--- config.mk ---
export PLATFORM = sky130hd
export DESIGN_NAME = pcsa_front_flat
export DESIGN_NICKNAME = d
export VERILOG_FILES = /design/src/pcsa_pkg.sv /design/src/pcsa_in_if.sv /design/src/pcsa_front.sv /design/src/flat_wrapper.sv
export SDC_FILE = /design/constraint.sdc
export NUM_CORES = 1
export LEC_CHECK = 0
export ABC_AREA = 1
export BUFFER_PORTS_ARGS = -buffer_cell sky130_fd_sc_hd__buf_2
export CORE_MARGIN = 5
export CORE_UTILIZATION = 29
export DETAILED_ROUTE_END_ITERATION = 7
export PLACE_DENSITY = 0.48
export SYNTH_ARGS = -nofsm -noshare
export SYNTH_HDL_FRONTEND = slang
export SYNTH_SLANG_ARGS = --single-unit
--- constraint.sdc ---
create_clock -name clk -period 4.5 [get_ports clk]
set_input_delay 0.225 -clock clk [delete_from_list [all_inputs] [get_ports clk]]
set_output_delay 0.225 -clock clk [all_outputs]
set_load 0.01 [all_outputs]
--- src/pcsa_pkg.sv ---
// pcsa_pkg: types, constants and helper functions shared by the chi-square accumulator.
// Depends on nothing; the design modules refer to it by scoped names.
package pcsa_pkg;

	// Bin queue between front and back
	localparam int QDepth = 2;
	localparam int QPtrW  = $clog2(QDepth);
	localparam int QCntW  = $clog2(QDepth + 1);

	// Shared restoring divider
	localparam int DivW    = 62;
	localparam int DivSorW = 24;
	localparam int DivCntW = $clog2(DivW);

	localparam logic [47:0] SumMax = '1;

	// CORDIC and square-root sequencing
	localparam int CordicSteps = 15;
	localparam int SqrtSteps   = 31;
	localparam int IterCntW    = $clog2(SqrtSteps);

	localparam logic signed [33:0] CordicGain = 34'sd652032874;
	localparam logic signed [33:0] OneQ30     = 34'sd1073741824;

	typedef enum logic [1:0] {
		KIND_SKIP,
		KIND_BAD,
		KIND_CALC
	} kind_t;

	typedef enum logic [1:0] {
		REG_LAMBDA_THETA,
		REG_LAMBDA_PHI,
		REG_LAMBDA_THETA_PHI,
		REG_NORMALISATION
	} reg_idx_t;

	typedef enum logic [3:0] {
		BK_IDLE,
		BK_PREP,
		BK_PROD,
		BK_ITER,
		BK_TERM1,
		BK_TERM2,
		BK_SUMB,
		BK_MULN,
		BK_DIV1S,
		BK_DIV1,
		BK_RES,
		BK_DIV2S,
		BK_DIV2,
		BK_SQ1,
		BK_SQ2,
		BK_DONE
	} bk_state_t;

	typedef struct packed {
		logic signed [15:0] cos_theta;
		logic signed [15:0] phi_angle;
		logic [23:0]        measured;
		logic [23:0]        uncertainty;
		logic               last_bin;
		kind_t              kind;
	} item_t;

	typedef struct packed {
		logic signed [15:0] lambda_theta;
		logic signed [15:0] lambda_phi;
		logic signed [15:0] lambda_theta_phi;
		logic [24:0]        normalisation;
	} cfg_t;

	typedef struct packed {
		logic signed [33:0] x;
		logic signed [33:0] y;
		logic signed [17:0] z;
		logic               neg;
	} cordic_t;

	// Arctangent of 2^-i in binary-angle units
	function automatic logic [13:0] atan_lut(input logic [3:0] i);
		logic [13:0] v;
		unique case (i)
			4'd0:    v = 14'd8192;
			4'd1:    v = 14'd4836;
			4'd2:    v = 14'd2555;
			4'd3:    v = 14'd1297;
			4'd4:    v = 14'd651;
			4'd5:    v = 14'd326;
			4'd6:    v = 14'd163;
			4'd7:    v = 14'd81;
			4'd8:    v = 14'd41;
			4'd9:    v = 14'd20;
			4'd10:   v = 14'd10;
			4'd11:   v = 14'd5;
			4'd12:   v = 14'd3;
			4'd13:   v = 14'd1;
			4'd14:   v = 14'd1;
			default: v = 14'd0;
		endcase
		return v;
	endfunction

	// Fold quadrants 2 and 3 onto 1 and 4, remember to negate
	function automatic cordic_t cordic_init(input logic signed [15:0] a);
		cordic_t            c;
		logic signed [17:0] ae;
		ae    = $signed({{2{a[15]}}, a});
		c.x   = CordicGain;
		c.y   = '0;
		c.neg = 1'b0;
		if (ae > 18'sd16384) begin
			ae    = ae - 18'sd32768;
			c.neg = 1'b1;
		end else if (ae < -18'sd16384) begin
			ae    = ae + 18'sd32768;
			c.neg = 1'b1;
		end
		c.z = ae;
		return c;
	endfunction

	function automatic cordic_t cordic_step(input cordic_t c, input logic [3:0] i);
		cordic_t            n;
		logic signed [33:0] xs;
		logic signed [33:0] ys;
		logic signed [17:0] zs;
		logic signed [17:0] at;
		xs    = c.x;
		ys    = c.y;
		zs    = c.z;
		at    = $signed({4'b0000, atan_lut(i)});
		n.neg = c.neg;
		if (zs >= 18'sd0) begin
			n.x = xs - (ys >>> i);
			n.y = ys + (xs >>> i);
			n.z = zs - at;
		end else begin
			n.x = xs + (ys >>> i);
			n.y = ys - (xs >>> i);
			n.z = zs + at;
		end
		return n;
	endfunction

	// Clamp to unit range, undo the fold, floor to Q.15
	function automatic logic signed [16:0] cordic_cos(input cordic_t c);
		logic signed [33:0] xs;
		logic signed [33:0] sh;
		xs = c.x;
		if (xs > OneQ30) begin
			xs = OneQ30;
		end else if (xs < -OneQ30) begin
			xs = -OneQ30;
		end
		if (c.neg) begin
			xs = -xs;
		end
		sh = xs >>> 15;
		return sh[16:0];
	endfunction

endpackage

--- src/pcsa_in_if.sv ---
// pcsa_in_if: valid/ready channel that carries one histogram bin.
// Depends on nothing.
interface pcsa_in_if;
	logic               valid;
	logic               ready;
	logic signed [15:0] cos_theta;
	logic signed [15:0] phi_angle;
	logic [23:0]        measured;
	logic [23:0]        uncertainty;
	logic               last_bin;

	modport source (output valid, cos_theta, phi_angle, measured, uncertainty, last_bin,
		input ready);
	modport sink (input valid, cos_theta, phi_angle, measured, uncertainty, last_bin,
		output ready);
endinterface

--- src/pcsa_front.sv ---
// pcsa_front: accepts bins, classifies them and holds them in a short queue.
// Depends on pcsa_pkg and pcsa_in_if.
module pcsa_front (
	input  logic            clk,
	input  logic            arst_n,
	pcsa_in_if.sink         in_ch,
	output logic            q_valid,
	output pcsa_pkg::item_t q_item,
	input  logic            q_pop
);

	pcsa_pkg::item_t                  mem_q [pcsa_pkg::QDepth];
	logic [pcsa_pkg::QPtrW-1:0]       wptr_q;
	logic [pcsa_pkg::QPtrW-1:0]       rptr_q;
	logic [pcsa_pkg::QCntW-1:0]       count_q;
	logic                             push;
	logic                             pop;
	pcsa_pkg::item_t                  item_in;

	assign in_ch.ready = (count_q != pcsa_pkg::QCntW'(pcsa_pkg::QDepth));
	assign push        = in_ch.valid && in_ch.ready;
	assign q_valid     = (count_q != '0);
	assign pop         = q_pop && q_valid;
	assign q_item      = mem_q[rptr_q];

	// Classify: empty bin, zero error, or full computation
	always_comb begin
		item_in.cos_theta   = in_ch.cos_theta;
		item_in.phi_angle   = in_ch.phi_angle;
		item_in.measured    = in_ch.measured;
		item_in.uncertainty = in_ch.uncertainty;
		item_in.last_bin    = in_ch.last_bin;
		priority if (in_ch.measured == '0) begin
			item_in.kind = pcsa_pkg::KIND_SKIP;
		end else if (in_ch.uncertainty == '0) begin
			item_in.kind = pcsa_pkg::KIND_BAD;
		end else begin
			item_in.kind = pcsa_pkg::KIND_CALC;
		end
	end

	// Store transfers
	always_ff @(posedge clk) begin
		if (push) begin
			mem_q[wptr_q] <= item_in;
		end
	end

	// Advance pointers and count
	always_ff @(posedge clk or negedge arst_n) begin
		if (!arst_n) begin
			wptr_q  <= '0;
			rptr_q  <= '0;
			count_q <= '0;
		end else begin
			if (push) begin
				wptr_q <= wptr_q + 1'b1;
			end
			if (pop) begin
				rptr_q <= rptr_q + 1'b1;
			end
			unique case ({push, pop})
				2'b10:   count_q <= count_q + 1'b1;
				2'b01:   count_q <= count_q - 1'b1;
				default: count_q <= count_q;
			endcase
		end
	end

	a_count_bound: assert property (@(posedge clk) disable iff (!arst_n)
		count_q <= pcsa_pkg::QCntW'(pcsa_pkg::QDepth))
		else $error("queue count beyond depth");

	a_pop_nonempty: assert property (@(posedge clk) disable iff (!arst_n)
		q_pop |-> q_valid)
		else $error("pop from empty queue");

	a_push_count: assert property (@(posedge clk) disable iff (!arst_n)
		(push && !pop) |=> count_q == $past(count_q) + 1'b1)
		else $error("push lost");

endmodule

--- src/flat_wrapper.sv ---
// flat-port wrapper written by rule: the top's interface ports become plain ports
module pcsa_front_flat 
  (clk, arst_n, q_valid, q_item, q_pop, in_ch_valid, in_ch_cos_theta, in_ch_phi_angle, in_ch_measured, in_ch_uncertainty, in_ch_last_bin, in_ch_ready);
  pcsa_in_if in_ch_i ();
  input  logic clk;
  input  logic arst_n;
  output logic q_valid;
  output pcsa_pkg::item_t q_item;
  input  logic q_pop;
  input wire logic [$bits(in_ch_i.valid)-1:0] in_ch_valid;
  input wire logic [$bits(in_ch_i.cos_theta)-1:0] in_ch_cos_theta;
  input wire logic [$bits(in_ch_i.phi_angle)-1:0] in_ch_phi_angle;
  input wire logic [$bits(in_ch_i.measured)-1:0] in_ch_measured;
  input wire logic [$bits(in_ch_i.uncertainty)-1:0] in_ch_uncertainty;
  input wire logic [$bits(in_ch_i.last_bin)-1:0] in_ch_last_bin;
  output wire logic [$bits(in_ch_i.ready)-1:0] in_ch_ready;
  assign in_ch_i.valid = in_ch_valid;
  assign in_ch_i.cos_theta = in_ch_cos_theta;
  assign in_ch_i.phi_angle = in_ch_phi_angle;
  assign in_ch_i.measured = in_ch_measured;
  assign in_ch_i.uncertainty = in_ch_uncertainty;
  assign in_ch_i.last_bin = in_ch_last_bin;
  assign in_ch_ready = in_ch_i.ready;
  pcsa_front u_core (.clk(clk), .arst_n(arst_n), .in_ch(in_ch_i), .q_valid(q_valid), .q_item(q_item), .q_pop(q_pop));
endmodule
==> run summary <==
Status -> finished, final reports clean
Wire per inst -> 14.3 µm
Final period utilization -> 0.582
Die width -> 159 µm
Pre-Repair DR Iteration Count -> 4
Maximum vdd ir drop -> 363 µV
Crit Path Class -> flop to output pin
Relative slew slack -> 0.203
Clk_skew -> 0.00867 ns
Combinational fraction of design power -> 0.313
Synth top area cells -> edfxtp_1 (77%), nand2_1 (15%), nor2_1 (2.0%)
Critical Path AT -> 2.39 ns
Synth Area in Adders -> 0.00194
Met3 global-route usage -> 0.0448
RR Startpoint -> u_core.count_q[0]
Post-synthesis simple-gate area fraction -> 0.178
Initial antenna violation count -> 0
Most crowded layer after global routing -> met2
Sequential power share -> 0.406
Met1 GRT Util -> 0.151
Net Sw Power -> 1880 µW
Setup violators final -> 0
CP cell instances -> inv_2 > buf_4 > nand2_1 > nand2_1 > buf_2
Crit-path max FO -> 47
Avg Cell Area, Syn -> 12.8 µm²
Register area share after synthesis -> 0.787
Die ar. -> 25400 µm²
Yosys cell types -> 18
Max Fclk -> 0.382 GHz
IO Pins -> 170
Overall routed net length -> 15000 µm
GR Overflow Total -> 0
Gate Count Post-Synth -> 506
CTS tree -> done
Top delay family on crit path -> buffers and inverters
Root buf cell -> clkbuf_16
CP endpoint kind -> output pin
Critical Path RT -> 4.28 ns
Mapped Area -> 6460 µm²
CORE AREA -> 21900 µm²
Internal -> 3630 µW
Via density -> 4.13
Syn. warnings -> 0
Worst slew pin tran -> 1.19 ns
Largest net degree at the start of global routing -> 84
Seq cells post-synth -> 170
Area grow syn2layout -> 38.7%
Synth top area share -> 0.771
Drc violations -> 0
N_diodes -> 0
PnR worst setup slack -> 1.88 ns
H-Tree Depth -> 4
Port bufs -> 169
Row count -> 54
Switching portion of total power -> 0.341
Crit path top cell by count -> nand2_1
Worst slack, placed -> 2.06 ns
Total Routing Usage GR -> 0.120
Vias in the first global route -> 4524
M2 GR Usage -> 0.195
Share of cells above drive strength 1 -> 0.273
Setup TNS -> 0 ns
Power density cells -> 614 nW/µm²
Worst-path cell with the longest stage delay -> inv_2
DP HPWL -> 9470 µm
Final GP Congestion -> 0.758
Vias -> 4328
Initial Util -> 0.295
Hold Crit Class -> input pin to flop
Max-cap viol count -> 0
Latest clock arrival within the worst-skew pair -> 0.42 ns
Final min period -> 2.62 ns
Leak -> 0.00378 µW
1st-iter DRT viols -> 245
CTS max path bufs -> 2
CTS Sinks -> 170
# nets final -> 842
Clock share of power -> 0.280
Final hold violations -> 0
Leading area contributor after synthesis -> edfxtp_1
Pins over their slew limit -> 0
Final cell count without fillers -> 1049
Resized Gates After CTS -> 0
HP Start -> in_ch_uncertainty[4]
Syn Nets -> 592
CP Launch Type -> flop
Post-synthesis mux area share -> 0
Main combinational cell family by area after synthesis -> simple AND/OR/NAND/NOR gates
Clk slew on worst S/H paths -> 0.07 ns
Post-route ant nets -> 0
Synth Area in Compound Gates -> 0.00232
Inst Count DP -> 941
Largest stage delay, worst path -> 0.64 ns
CP Buf/Inv Count -> 3
Synth Area in XOR/XNOR -> 0.00407
Launch point of the critical path -> u_core.rptr_q
CTS Buf Count -> 17
RSZ-0062 raised after global routing -> false
Die H -> 159 µm
Global-route wire length before repair -> 24100 µm
[through the flow]
step / hold slack, ns / total power [µW] / utilization / cell area, µm²
final: 0.0257 / 5510 / 0.410 / 8970
after global routing: 0.000310 / 5890 / 0.410 / 8970
after CTS: 0.000416 / 5620 / 0.409 / 8960
after detailed placement: 0.0400 / 4010 / 0.346 / 7580
after global placement: 0.0345 / 3980 / 0.346 / 7580
after floorplan: -0.0706 / 3320 / - / 6460
[state kept, by name (all words and copies together), names as in the netlist]
signal,flops
u_core.mem_q,166
u_core.rptr_q,1
u_core.wptr_q,1
u_core.count_q,2
[timing repair]
action | CTS | global route
setup endpoints to repair | 0 | 0
hold endpoints to repair | 149 | 2
buffers inserted | 0 | 0
hold buffers | 75 | 1
[worst paths after layout]
path | slack (ns) | depth (start not counted) | endpoint
setup reg to reg | 2.11 | 5 | u_core.mem_q[1][45]
hold reg to reg | 0.53 | 1 | u_core.count_q[0]
min in group asynchronous | 0.12 | 2 | u_core.wptr_q
max in group asynchronous | 4.24 | 2 | u_core.rptr_q
setup / recovery | 1.88 | 5 | q_item[54]
hold / removal | 0.03 | 1 | u_core.mem_q[0][7]
[power groups by stage]
stage | combinational, µW | clock [µW] | sequential [µW]
6_report | 1730 | 1540 | 2240
5_1_grt | 1960 | 1660 | 2270
4_1_cts | 1790 | 1590 | 2240
3_5_place_dp | 1730 | 0 | 2270
3_3_place_gp | 1710 | 0 | 2260
2_1_floorplan | 1040 | 0 | 2280
[layout make-up]
cell class                      instances  area [µm²]
Sequential cell                       170        5090
Inverter                                7        26.3
Clock inverter                         15         201
Multi-Input combinational cell        311        1210
Clock buffer                           17         425
Timing Repair Buffer                  249        1660
Tap cell                              280         350
Fill cell                            2114       12900
[cell families (layout without fill, tap and decap cells)]
family	count (synthesis)	count (layout)
AO/OA/AOI/OAI	3	3
AND/OR/NAND/NOR	304	304
XOR/XNOR	3	3
buffers and inverters	25	288
flip-flops	170	170
adder cells (fa/ha/maj)	1	1
[layout by cell type (no fill, tap or decap), drive strengths merged, types with 2 or more instances in the layout]
| master | instances |
|---|---|
| clkinvlp | 3 |
| buf | 173 |
| nor2 | 35 |
| dfrtp | 4 |
| edfxtp | 166 |
| inv | 16 |
| a21oi | 2 |
| dlygate4sd3 | 76 |
| bufinv | 3 |
| nand2 | 267 |
| nand3 | 2 |
| clkbuf | 17 |
| xor2 | 2 |
[cell usage after synthesis]
cell      instances
nand2_1         266
edfxtp_1        166
nor2_1           34
buf_4             9
buf_6             6
inv_1             6
dfrtp_1           4
a21oi_1           2
buf_2             2
nand3_1           2
xor2_1            2
clkbuf_1          1
ha_1              1
inv_2             1
nand2_2           1
nor2_2            1
o21ai_0           1
xnor2_1           1
[metal layers]
layer	wire length, µm	vias to the layer above
met5	0	-
met4	174	0
met3	1010	15
met2	7120	130
met1	6660	1995
li1	-	2188
No activity file was read; power rests on OpenSTA's default activity.
